--- src/rtl/indexed_insert_delete_array_assert.svh ---
// ----------------------------------------------------------------------------
// Assertion macros for the indexed insert/delete array
// Shorthand for clocked concurrent checks that are disabled while in reset.
// ----------------------------------------------------------------------------
`ifndef INDEXED_INSERT_DELETE_ARRAY_ASSERT_SVH
`define INDEXED_INSERT_DELETE_ARRAY_ASSERT_SVH

// Condition that must hold at every clock edge out of reset.
`define IIDA_ASSERT_ALWAYS(lbl, clk, rst_n, cond, msg) \
    lbl: assert property (@(posedge clk) disable iff (!rst_n) (cond)) \
        else $error(msg);

// Consequence that must hold in the same cycle as the antecedent.
`define IIDA_ASSERT_IMP(lbl, clk, rst_n, ante, cons, msg) \
    lbl: assert property (@(posedge clk) disable iff (!rst_n) (ante) |-> (cons)) \
        else $error(msg);

// Consequence that must hold in the cycle after the antecedent.
`define IIDA_ASSERT_NEXT(lbl, clk, rst_n, ante, cons, msg) \
    lbl: assert property (@(posedge clk) disable iff (!rst_n) (ante) |=> (cons)) \
        else $error(msg);

`endif

--- src/rtl/iida_pkg.sv ---
// ----------------------------------------------------------------------------
// iida_pkg: shared types and constants
// Field widths, operation and status codes, cell chain control and FSM states.
// ----------------------------------------------------------------------------
package iida_pkg;

    // Field widths of the input and result beats.
    localparam int DATA_W  = 32;
    localparam int OP_W    = 2;
    localparam int IDX_W   = 7;
    localparam int STAT_W  = 3;
    localparam int FOUND_W = 6;
    localparam int COUNT_W = 7;

    // Default number of cells in the chain.
    localparam int CAPACITY_DEF = 64;

    typedef enum logic [OP_W-1:0] {
        OP_READ   = 2'd0,
        OP_INSERT = 2'd1,
        OP_DELETE = 2'd2,
        OP_SEARCH = 2'd3
    } op_t;

    typedef enum logic [STAT_W-1:0] {
        ST_OK        = 3'd0,
        ST_FULL      = 3'd1,
        ST_EMPTY     = 3'd2,
        ST_BAD_INDEX = 3'd3,
        ST_NOT_FOUND = 3'd4
    } status_t;

    // Command broadcast to every cell of the chain.
    typedef enum logic [1:0] {
        CH_HOLD   = 2'd0,
        CH_INSERT = 2'd1,
        CH_DELETE = 2'd2,
        CH_ROTATE = 2'd3
    } chain_op_t;

    typedef struct packed {
        chain_op_t        op;
        logic [IDX_W-1:0] idx;
    } chain_ctl_t;

    typedef enum logic [1:0] {
        S_IDLE   = 2'd0,
        S_SCAN   = 2'd1,
        S_SHIFT  = 2'd2,
        S_FINISH = 2'd3
    } fsm_state_t;

endpackage

--- src/rtl/iida_cell.sv ---
// ----------------------------------------------------------------------------
// iida_cell: one storage cell of the entry chain
// Holds one entry and loads from its neighbors, the insert value, or itself.
// ----------------------------------------------------------------------------
module iida_cell #(
    parameter int CAPACITY = iida_pkg::CAPACITY_DEF,
    parameter int CELL_POS = 0
) (
    input  logic                                clk,
    input  iida_pkg::chain_ctl_t                ctl,
    input  logic signed [iida_pkg::DATA_W-1:0]  ins_value,
    input  logic signed [iida_pkg::DATA_W-1:0]  prev_entry,
    input  logic signed [iida_pkg::DATA_W-1:0]  next_entry,
    output logic signed [iida_pkg::DATA_W-1:0]  entry
);

    localparam int PTR_W = $clog2(CAPACITY);
    localparam int CW    = (iida_pkg::IDX_W > PTR_W) ? iida_pkg::IDX_W : PTR_W;

    logic [CW-1:0]                        pos;
    logic [CW-1:0]                        idx_ext;
    logic signed [iida_pkg::DATA_W-1:0]   entry_reg;
    logic signed [iida_pkg::DATA_W-1:0]   entry_next;

    assign pos     = CW'(CELL_POS);
    assign idx_ext = CW'(ctl.idx);
    assign entry   = entry_reg;

    // Select the new content of this cell from the broadcast command.
    always_comb
    begin
        entry_next = entry_reg;
        case (ctl.op)
            iida_pkg::CH_INSERT:
            begin
                if (pos > idx_ext)
                begin
                    entry_next = prev_entry;
                end
                else if (pos == idx_ext)
                begin
                    entry_next = ins_value;
                end
            end
            iida_pkg::CH_DELETE:
            begin
                if (pos >= idx_ext)
                begin
                    entry_next = next_entry;
                end
            end
            iida_pkg::CH_ROTATE:
            begin
                entry_next = next_entry;
            end
            default:
            begin
                entry_next = entry_reg;
            end
        endcase
    end

    // Entry storage is payload and needs no reset.
    always_ff @(posedge clk)
    begin
        entry_reg <= entry_next;
    end

endmodule

--- src/rtl/iida_ctrl.sv ---
// ----------------------------------------------------------------------------
// iida_ctrl: sequencer, fill count and result register
// Decodes each beat, drives the cell chain, scans the ring head and stages results.
// ----------------------------------------------------------------------------
`include "indexed_insert_delete_array_assert.svh"

module iida_ctrl #(
    parameter int CAPACITY = iida_pkg::CAPACITY_DEF
) (
    input  logic                                 clk,
    input  logic                                 rst_n,
    input  logic                                 in_valid,
    output logic                                 in_ready,
    input  logic [iida_pkg::OP_W-1:0]            operation,
    input  logic signed [iida_pkg::DATA_W-1:0]   value,
    input  logic [iida_pkg::IDX_W-1:0]           index,
    input  logic signed [iida_pkg::DATA_W-1:0]   head_entry,
    output iida_pkg::chain_ctl_t                 chain_ctl,
    output logic                                 out_valid,
    input  logic                                 out_ready,
    output logic [iida_pkg::STAT_W-1:0]          status,
    output logic signed [iida_pkg::DATA_W-1:0]   value_out,
    output logic [iida_pkg::FOUND_W-1:0]         found_index,
    output logic [iida_pkg::COUNT_W-1:0]         count
);

    localparam int CNT_W = $clog2(CAPACITY + 1);
    localparam int PTR_W = $clog2(CAPACITY);
    localparam int CMP_W = (CNT_W > iida_pkg::IDX_W) ? CNT_W : iida_pkg::IDX_W;

    iida_pkg::fsm_state_t                state_reg;
    iida_pkg::fsm_state_t                state_next;
    logic [CNT_W-1:0]                    fill_count_reg;
    logic [CNT_W-1:0]                    fill_count_next;
    logic [PTR_W-1:0]                    scan_reg;
    iida_pkg::op_t                       op_reg;
    logic signed [iida_pkg::DATA_W-1:0]  val_reg;
    logic [iida_pkg::IDX_W-1:0]          idx_reg;
    logic                                hit_reg;
    iida_pkg::status_t                   res_status_reg;
    logic signed [iida_pkg::DATA_W-1:0]  res_value_reg;
    logic [iida_pkg::FOUND_W-1:0]        res_found_reg;
    logic                                out_valid_reg;
    logic [iida_pkg::STAT_W-1:0]         out_status_reg;
    logic signed [iida_pkg::DATA_W-1:0]  out_value_reg;
    logic [iida_pkg::FOUND_W-1:0]        out_found_reg;
    logic [iida_pkg::COUNT_W-1:0]        out_count_reg;

    logic                                acc;
    logic [CMP_W-1:0]                    cnt_ext;
    logic [CMP_W-1:0]                    idx_ext;
    logic [CMP_W-1:0]                    scan_ext;
    logic [CMP_W-1:0]                    idx_reg_ext;
    logic                                cnt_zero;
    logic                                cnt_full;
    logic                                scan_last;
    logic                                out_free;
    logic                                load_out;
    iida_pkg::op_t                       in_op;
    iida_pkg::status_t                   dec_status;
    logic                                dec_scan;
    logic                                dec_insert;
    logic                                search_hit;
    logic                                pick_hit;

    // Common comparisons; the index, count and scan compares use one extended width.
    assign in_op       = iida_pkg::op_t'(operation);
    assign acc         = in_valid && in_ready;
    assign cnt_ext     = CMP_W'(fill_count_reg);
    assign idx_ext     = CMP_W'(index);
    assign scan_ext    = CMP_W'(scan_reg);
    assign idx_reg_ext = CMP_W'(idx_reg);
    assign cnt_zero    = (fill_count_reg == CNT_W'(0));
    assign cnt_full    = (fill_count_reg == CNT_W'(CAPACITY));
    assign scan_last   = (scan_reg == PTR_W'(CAPACITY - 1));
    assign out_free    = !out_valid_reg || out_ready;
    assign load_out    = (state_reg == iida_pkg::S_FINISH) && out_free;

    // Match at the ring head during a scan: first valid entry equal to the key.
    assign search_hit = (op_reg == iida_pkg::OP_SEARCH) && !hit_reg
                        && (scan_ext < cnt_ext) && (head_entry == val_reg);
    assign pick_hit   = ((op_reg == iida_pkg::OP_READ) || (op_reg == iida_pkg::OP_DELETE))
                        && (scan_ext == idx_reg_ext);

    // Decode the incoming beat against the current fill count.
    always_comb
    begin
        dec_status = iida_pkg::ST_OK;
        dec_scan   = 1'b0;
        dec_insert = 1'b0;
        case (in_op)
            iida_pkg::OP_READ, iida_pkg::OP_DELETE:
            begin
                if (cnt_zero)
                begin
                    dec_status = iida_pkg::ST_EMPTY;
                end
                else if (idx_ext >= cnt_ext)
                begin
                    dec_status = iida_pkg::ST_BAD_INDEX;
                end
                else
                begin
                    dec_scan = 1'b1;
                end
            end
            iida_pkg::OP_INSERT:
            begin
                if (cnt_full)
                begin
                    dec_status = iida_pkg::ST_FULL;
                end
                else if (idx_ext > cnt_ext)
                begin
                    dec_status = iida_pkg::ST_BAD_INDEX;
                end
                else
                begin
                    dec_insert = 1'b1;
                end
            end
            iida_pkg::OP_SEARCH:
            begin
                if (cnt_zero)
                begin
                    dec_status = iida_pkg::ST_EMPTY;
                end
                else
                begin
                    dec_status = iida_pkg::ST_NOT_FOUND;
                    dec_scan   = 1'b1;
                end
            end
            default:
            begin
                dec_status = iida_pkg::ST_OK;
            end
        endcase
    end

    // Next state of the sequencer.
    always_comb
    begin
        state_next = state_reg;
        case (state_reg)
            iida_pkg::S_IDLE:
            begin
                if (acc)
                begin
                    state_next = dec_scan ? iida_pkg::S_SCAN : iida_pkg::S_FINISH;
                end
            end
            iida_pkg::S_SCAN:
            begin
                if (scan_last)
                begin
                    state_next = (op_reg == iida_pkg::OP_DELETE) ? iida_pkg::S_SHIFT
                                                                 : iida_pkg::S_FINISH;
                end
            end
            iida_pkg::S_SHIFT:
            begin
                state_next = iida_pkg::S_FINISH;
            end
            iida_pkg::S_FINISH:
            begin
                if (out_free)
                begin
                    state_next = iida_pkg::S_IDLE;
                end
            end
            default:
            begin
                state_next = iida_pkg::S_IDLE;
            end
        endcase
    end

    // Sequencer outputs: input ready and the chain command.
    always_comb
    begin
        in_ready      = 1'b0;
        chain_ctl.op  = iida_pkg::CH_HOLD;
        chain_ctl.idx = index;
        case (state_reg)
            iida_pkg::S_IDLE:
            begin
                in_ready = 1'b1;
                if (acc && dec_insert)
                begin
                    chain_ctl.op = iida_pkg::CH_INSERT;
                end
            end
            iida_pkg::S_SCAN:
            begin
                chain_ctl.op = iida_pkg::CH_ROTATE;
            end
            iida_pkg::S_SHIFT:
            begin
                chain_ctl.op  = iida_pkg::CH_DELETE;
                chain_ctl.idx = idx_reg;
            end
            default:
            begin
                in_ready = 1'b0;
            end
        endcase
    end

    // Fill count moves up on an insert and down on the delete shift.
    always_comb
    begin
        fill_count_next = fill_count_reg;
        if (acc && dec_insert)
        begin
            fill_count_next = fill_count_reg + CNT_W'(1);
        end
        else if (state_reg == iida_pkg::S_SHIFT)
        begin
            fill_count_next = fill_count_reg - CNT_W'(1);
        end
    end

    // Control registers.
    always_ff @(posedge clk or negedge rst_n)
    begin
        if (!rst_n)
        begin
            state_reg      <= iida_pkg::S_IDLE;
            fill_count_reg <= '0;
            scan_reg       <= '0;
            op_reg         <= iida_pkg::OP_READ;
            hit_reg        <= 1'b0;
            out_valid_reg  <= 1'b0;
        end
        else
        begin
            state_reg      <= state_next;
            fill_count_reg <= fill_count_next;
            if (acc)
            begin
                op_reg  <= in_op;
                hit_reg <= 1'b0;
            end
            else if (search_hit && (state_reg == iida_pkg::S_SCAN))
            begin
                hit_reg <= 1'b1;
            end
            if (state_reg == iida_pkg::S_SCAN)
            begin
                scan_reg <= scan_last ? PTR_W'(0) : scan_reg + PTR_W'(1);
            end
            if (load_out)
            begin
                out_valid_reg <= 1'b1;
            end
            else if (out_ready)
            begin
                out_valid_reg <= 1'b0;
            end
        end
    end

    // Operand latch, result build-up during the scan, and the output register.
    always_ff @(posedge clk)
    begin
        if (acc)
        begin
            val_reg        <= value;
            idx_reg        <= index;
            res_status_reg <= dec_status;
            res_value_reg  <= '0;
            res_found_reg  <= '0;
        end
        else if (state_reg == iida_pkg::S_SCAN)
        begin
            if (search_hit)
            begin
                res_status_reg <= iida_pkg::ST_OK;
                res_found_reg  <= iida_pkg::FOUND_W'(scan_reg);
            end
            if (pick_hit)
            begin
                res_value_reg <= head_entry;
            end
        end
        if (load_out)
        begin
            out_status_reg <= res_status_reg;
            out_value_reg  <= res_value_reg;
            out_found_reg  <= res_found_reg;
            out_count_reg  <= iida_pkg::COUNT_W'(fill_count_reg);
        end
    end

    assign out_valid   = out_valid_reg;
    assign status      = out_status_reg;
    assign value_out   = out_value_reg;
    assign found_index = out_found_reg;
    assign count       = out_count_reg;

    // Checks on the sequencer and fill count.
    `IIDA_ASSERT_ALWAYS(a_count_bound, clk, rst_n, fill_count_reg <= CNT_W'(CAPACITY), "fill count above capacity")
    `IIDA_ASSERT_IMP(a_scan_idle, clk, rst_n, state_reg != iida_pkg::S_SCAN, scan_reg == PTR_W'(0), "scan pointer left nonzero outside a scan")
    `IIDA_ASSERT_NEXT(a_count_step, clk, rst_n, 1'b1, (fill_count_reg == $past(fill_count_reg)) || (fill_count_reg == $past(fill_count_reg) + CNT_W'(1)) || (fill_count_reg == $past(fill_count_reg) - CNT_W'(1)), "fill count jumped by more than one")
    `IIDA_ASSERT_NEXT(a_result_load, clk, rst_n, load_out, out_valid_reg && (state_reg == iida_pkg::S_IDLE), "staged result not presented")

endmodule

--- src/rtl/indexed_insert_delete_array.sv ---
// ----------------------------------------------------------------------------
// indexed_insert_delete_array: packed array with insert, delete, read and search
// Insert and rejected beats go straight to the result stage; read and search rotate the whole ring first,
// and delete also shifts the chain after its scan. One beat at a time: a new beat is taken only when idle.
// rst_n (async, active low) zeroes the fill count and control state; cells are not reset.
// ----------------------------------------------------------------------------
module indexed_insert_delete_array #(
    parameter int CAPACITY = iida_pkg::CAPACITY_DEF
) (
    input  logic                                 clk,
    input  logic                                 rst_n,
    input  logic                                 in_valid,
    output logic                                 in_ready,
    input  logic [iida_pkg::OP_W-1:0]            operation,
    input  logic signed [iida_pkg::DATA_W-1:0]   value,
    input  logic [iida_pkg::IDX_W-1:0]           index,
    output logic                                 out_valid,
    input  logic                                 out_ready,
    output logic [iida_pkg::STAT_W-1:0]          status,
    output logic signed [iida_pkg::DATA_W-1:0]   value_out,
    output logic [iida_pkg::FOUND_W-1:0]         found_index,
    output logic [iida_pkg::COUNT_W-1:0]         count
);

    iida_pkg::chain_ctl_t                chain_ctl;
    logic signed [iida_pkg::DATA_W-1:0]  entry_w [CAPACITY];

    // Sequencer, fill count and result register.
    iida_ctrl #(
        .CAPACITY (CAPACITY)
    ) u_ctrl (
        .clk         (clk),
        .rst_n       (rst_n),
        .in_valid    (in_valid),
        .in_ready    (in_ready),
        .operation   (operation),
        .value       (value),
        .index       (index),
        .head_entry  (entry_w[0]),
        .chain_ctl   (chain_ctl),
        .out_valid   (out_valid),
        .out_ready   (out_ready),
        .status      (status),
        .value_out   (value_out),
        .found_index (found_index),
        .count       (count)
    );

    // Ring of cells; each cell sees its two neighbors, the last wraps to the first.
    for (genvar i = 0; i < CAPACITY; i++)
    begin : g_cell
        localparam int PREV = (i == 0) ? CAPACITY - 1 : i - 1;
        localparam int NEXT = (i == CAPACITY - 1) ? 0 : i + 1;

        iida_cell #(
            .CAPACITY (CAPACITY),
            .CELL_POS (i)
        ) u_cell (
            .clk        (clk),
            .ctl        (chain_ctl),
            .ins_value  (value),
            .prev_entry (entry_w[PREV]),
            .next_entry (entry_w[NEXT]),
            .entry      (entry_w[i])
        );
    end

endmodule
--- config.mk ---
export PLATFORM = sky130hd
export DESIGN_NAME = indexed_insert_delete_array
export DESIGN_NICKNAME = d
export VERILOG_FILES = /design/src/rtl/iida_pkg.sv /design/src/rtl/iida_cell.sv /design/src/rtl/iida_ctrl.sv /design/src/rtl/indexed_insert_delete_array.sv
export VERILOG_INCLUDE_DIRS = /design/src /design/src/rtl
export SDC_FILE = /design/constraint.sdc
export NUM_CORES = 2
export LEC_CHECK = 0
export ABC_CLOCK_PERIOD_IN_PS = 5800
export BUFFER_PORTS_ARGS = -buffer_cell sky130_fd_sc_hd__buf_4
export CAP_MARGIN = 0
export CELL_PAD_IN_SITES_DETAIL_PLACEMENT = 1
export CELL_PAD_IN_SITES_GLOBAL_PLACEMENT = 1
export CORE_ASPECT_RATIO = 0.8
export CORE_MARGIN = 2
export CORE_UTILIZATION = 45
export CTS_BUF_LIST = sky130_fd_sc_hd__clkbuf_4 sky130_fd_sc_hd__clkbuf_8
export DETAILED_ROUTE_END_ITERATION = 16
export PLACE_DENSITY_LB_ADDON = 0.2
export SETUP_SLACK_MARGIN = 0.2
export SLEW_MARGIN = 20
export SYNTH_ARGS = -nofsm -noshare
export SYNTH_HDL_FRONTEND = slang
export SYNTH_SLANG_ARGS = --single-unit
--- constraint.sdc ---
create_clock -name clk -period 5.8 [get_ports clk]
set_input_delay 1.16 -clock clk [delete_from_list [all_inputs] [get_ports clk]]
set_output_delay 1.16 -clock clk [all_outputs]
set_load 0.01 [all_outputs]
==> impl_results.rst <==
.. list-table::
   :header-rows: 1

   * - Metric
     - Value
   * - Iteration-0 DRC count of the detailed router
     - 7930
   * - Data arrival, critical path
     - 5450 ps
   * - Post-Syn Instances
     - 9864
   * - Clock transition time at the flip-flop clock pins of the worst setup and hold paths
     - 60 ps
   * - Max_slew headroom
     - 0.194
   * - Netlist area before placement
     - 112000 um^2
   * - Worst-margin pin slew
     - 1210 ps
   * - Starting density of the core
     - 0.453
   * - Syn nets
     - 9932
   * - Slowest cell on the critical path
     - sky130_fd_sc_hd__ha_4
   * - Required time reported for the critical path endpoint
     - 6490 ps
   * - TNS Setup
     - 0 ps
   * - Layout-stage area growth over the synthesis result
     - 9.18%
   * - Die span in y
     - 450 um
   * - Final antenna-violating net count
     - 0
   * - CP endpoint kind
     - flop
   * - Top library cells by usage in the layout, fill and taps aside
     - 2138 x sky130_fd_sc_hd__edfxtp_1, 2112 x sky130_fd_sc_hd__nand2_1, 2059 x sky130_fd_sc_hd__mux2i_1
   * - DIE WIDTH
     - 562 um
   * - Average cell area after synthesis
     - 11.4 um^2
   * - Share of synthesized registers carrying an async set or reset
     - 0.00866
   * - Final Skew
     - 79.7 ps
   * - DRT Pass-1 Iters
     - 6
   * - Via count of the first global-routing pass
     - 82601
   * - Boundary Pins
     - 95
   * - Mean routed wirelength per cell
     - 25.5 um
   * - TritonCTS clock tree
     - yes
   * - Root Buffer
     - sky130_fd_sc_hd__clkbuf_8
   * - Number of clock sinks seen by CTS
     - 2195
   * - Number of failing setup endpoints in the final timing report
     - 0
   * - Core area
     - 247000 um^2
   * - Maximum operating frequency
     - 210 MHz
   * - Vias/cell
     - 5.97
   * - Type of the most critical hold path
     - flop to flop
   * - Flip-flop count of the largest register, all copies and words added
     - 2048
   * - Synthesis warning total
     - 0
   * - Clk Latency, worst-skew pair
     - 1030 ps
   * - Ratio of cells with drive above 1 in the final layout
     - 0.103
   * - Count of buffers inserted at the top-level ports
     - 94
   * - Launch point of the worst reg-to-reg path
     - u_ctrl.state_reg[0]
   * - Worst-path cell chain
     - inv_1 > ha_4 > mux2i_2 > a21oi_2 > o31ai_4 > buf_4 > o311a_2 > buf_4 > mux2i_1 > o21ai_1
   * - Final min period
     - 4760 ps
   * - Final Hold Vio Count
     - 0
   * - DRC violations left
     - 0
   * - CTS Buf Count
     - 376
   * - Setup repair after global routing missed its margin
     - no
   * - Total of max-cap violations
     - 0
   * - DP Wirelength
     - 210000 um
   * - Count of instances resized after the clock tree is built
     - 0
   * - Crit start category
     - flop
   * - Number of flip-flops and latches in the synthesized netlist
     - 2195
   * - Start-to-end type of the worst setup path
     - flop to flop
   * - Crit-path max FO
     - 48
   * - Tcrit/Tclk final
     - 0.820
   * - CTS max path bufs
     - 4
   * - DIE AREA
     - 253000 um^2
   * - Final Slew Violations
     - 0
   * - Outcome
     - finished clean
   * - Reg2reg path depth
     - 10
   * - Pin count of the biggest net entering global routing
     - 305
   * - Antenna violations before repair
     - 12
   * - DR vias
     - 78485
   * - R2R Path End
     - g_cell[21].u_cell.entry[16]
   * - Number of nets in the final layout
     - 9630
   * - Clock H-tree levels
     - 5
   * - Predominant post-synthesis flop cell
     - sky130_fd_sc_hd__edfxtp_1
   * - Routed wire length
     - 335000 um
   * - First-pass GRT wire length
     - 511000 um
   * - Leading cell type in the layout, fill and taps excluded
     - sky130_fd_sc_hd__edfxtp_1
   * - Endpoint of the most critical setup path
     - g_cell[21].u_cell.entry[16]
   * - Most common cell on crit path
     - sky130_fd_sc_hd__buf_4
   * - Max stage delay on crit path
     - 700 ps
   * - Post-synthesis sequential area ratio
     - 0.584
   * - Total routing usage reported by global routing
     - 0.259
   * - Gpl congestion
     - 0.852
   * - Number of synthesized flops with an enable pin
     - 2138
   * - Number of placement rows
     - 163
   * - Number of buffers inserted by post-CTS setup repair
     - 0
   * - R2R Setup Slk
     - 1040 ps
   * - Critical path origin
     - u_ctrl.state_reg[0]
   * - Distinct cell type count after synthesis
     - 83
   * - Global-route congestion overflow total
     - 0
   * - Cts hold-fix bufs
     - 1
## synth_stat cells (all sizes together) (3+ instances only)
master | count | area share
nand3 | 16 | 0.00071
xnor2 | 10 | 0.00078
edfxtp | 2138 | 0.57
a2bb2oi | 18 | 0.0015
o21a | 5 | 0.00034
buf | 344 | 0.018
nand3b | 11 | 0.00074
a22oi | 5 | 0.00038
or2 | 4 | 0.00022
a31oi | 8 | 0.00045
mux2 | 37 | 0.0038
ha | 22 | 0.0025
nor3 | 9 | 0.00045
xor2 | 38 | 0.0030
nand2 | 2118 | 0.071
dfxtp | 38 | 0.0068
nand4 | 9 | 0.00050
mux2i | 2063 | 0.18
and3 | 4 | 0.00022
nor3b | 5 | 0.00034
inv | 24 | 0.00080
nand2b | 5 | 0.00028
clkbuf | 614 | 0.021
nor2b | 6 | 0.00034
dfrtp | 19 | 0.0042
a21oi | 88 | 0.0044
nor2 | 86 | 0.0031
or3b | 6 | 0.00047
nor4 | 10 | 0.00056
and2 | 5 | 0.00028
o22ai | 3 | 0.00017
a32o | 3 | 0.00028
o21ai | 2048 | 0.091
a21o | 4 | 0.00027
## layout make-up
type,instances,area (um^2)
Clock buffer,519,6360
Antenna cell,5,12.5
Timing Repair Buffer,278,2470
Sequential cell,2195,65400
Multi-Input combinational cell,6687,43000
Fill cell,25956,125000
Tap cell,3300,4130
Clock inverter,138,811
Inverter,24,91.3
## how the worst min path moves through the flow
stage | startpoint | endpoint | slack [ps] | cells past startpoint
6_report | u_ctrl.res_value_reg[18] | u_ctrl.value_out[18] | 430 | 0
5_1_grt | operation[0] | u_ctrl.op_reg[0] | 400 | 3
4_1_cts | operation[0] | u_ctrl.op_reg[0] | 340 | 3
3_5_place_dp | u_ctrl.res_status_reg[1] | u_ctrl.status[1] | 410 | 0
3_3_place_gp | u_ctrl.res_status_reg[2] | u_ctrl.status[2] | 410 | 0
2_1_floorplan | u_ctrl.res_status_reg[0] | u_ctrl.status[0] | 400 | 0
## layer usage
| metal | global-route usage | wire (um) | vias up |
|---|---|---|---|
| met1 | 0.384 | 156000 | 40389 |
| li1 | - | - | 35221 |
| met5 | 0 | 48 | - |
| met4 | 0.0657 | 7600 | 8 |
| met3 | 0.0380 | 21900 | 512 |
| met2 | 0.397 | 149000 | 2355 |
## worst max-delay path, delay by kind of cell, from the launching register on
| family | cells | cell delay [ps] |
|---|---|---|
| buffers and inverters | 3 | 1310 |
| AOI/OAI and AO/OA | 4 | 970 |
| muxes | 2 | 880 |
| adders and majority gates | 1 | 700 |
| DFF | 1 | 480 |
## stage by stage
stage	hold slack (ps)	cell area, um^2	instances	setup WS [ps]	util
after floorplan	400	112000	9864	278	-
after global placement	411	115000	12478	1170	0.465
after detailed placement	410	115000	12479	1050	0.465
after CTS	343	122000	13137	1050	0.494
after global routing	399	122000	13142	728	0.495
final	427	122000	13146	1040	0.495
## kinds of logic (layout without fill, tap and decap cells)
| kind of cell | after synthesis | count (layout) | share of synthesized area |
|---|---|---|---|
| mux | 2100 | 2100 | 0.188 |
| xor+xnor | 48 | 48 | 0.00375 |
| fa+ha+maj | 23 | 23 | 0.00264 |
| compound gates | 2213 | 2213 | 0.102 |
| simple gates | 2303 | 2303 | 0.0800 |
| other cells | 0 | 5 | 0 |
| flops | 2195 | 2195 | 0.584 |
| buf+inv | 982 | 959 | 0.0397 |
Power is not shown: default switching activity piles up to over one toggle a cycle in this logic, so the estimate is an artifact.
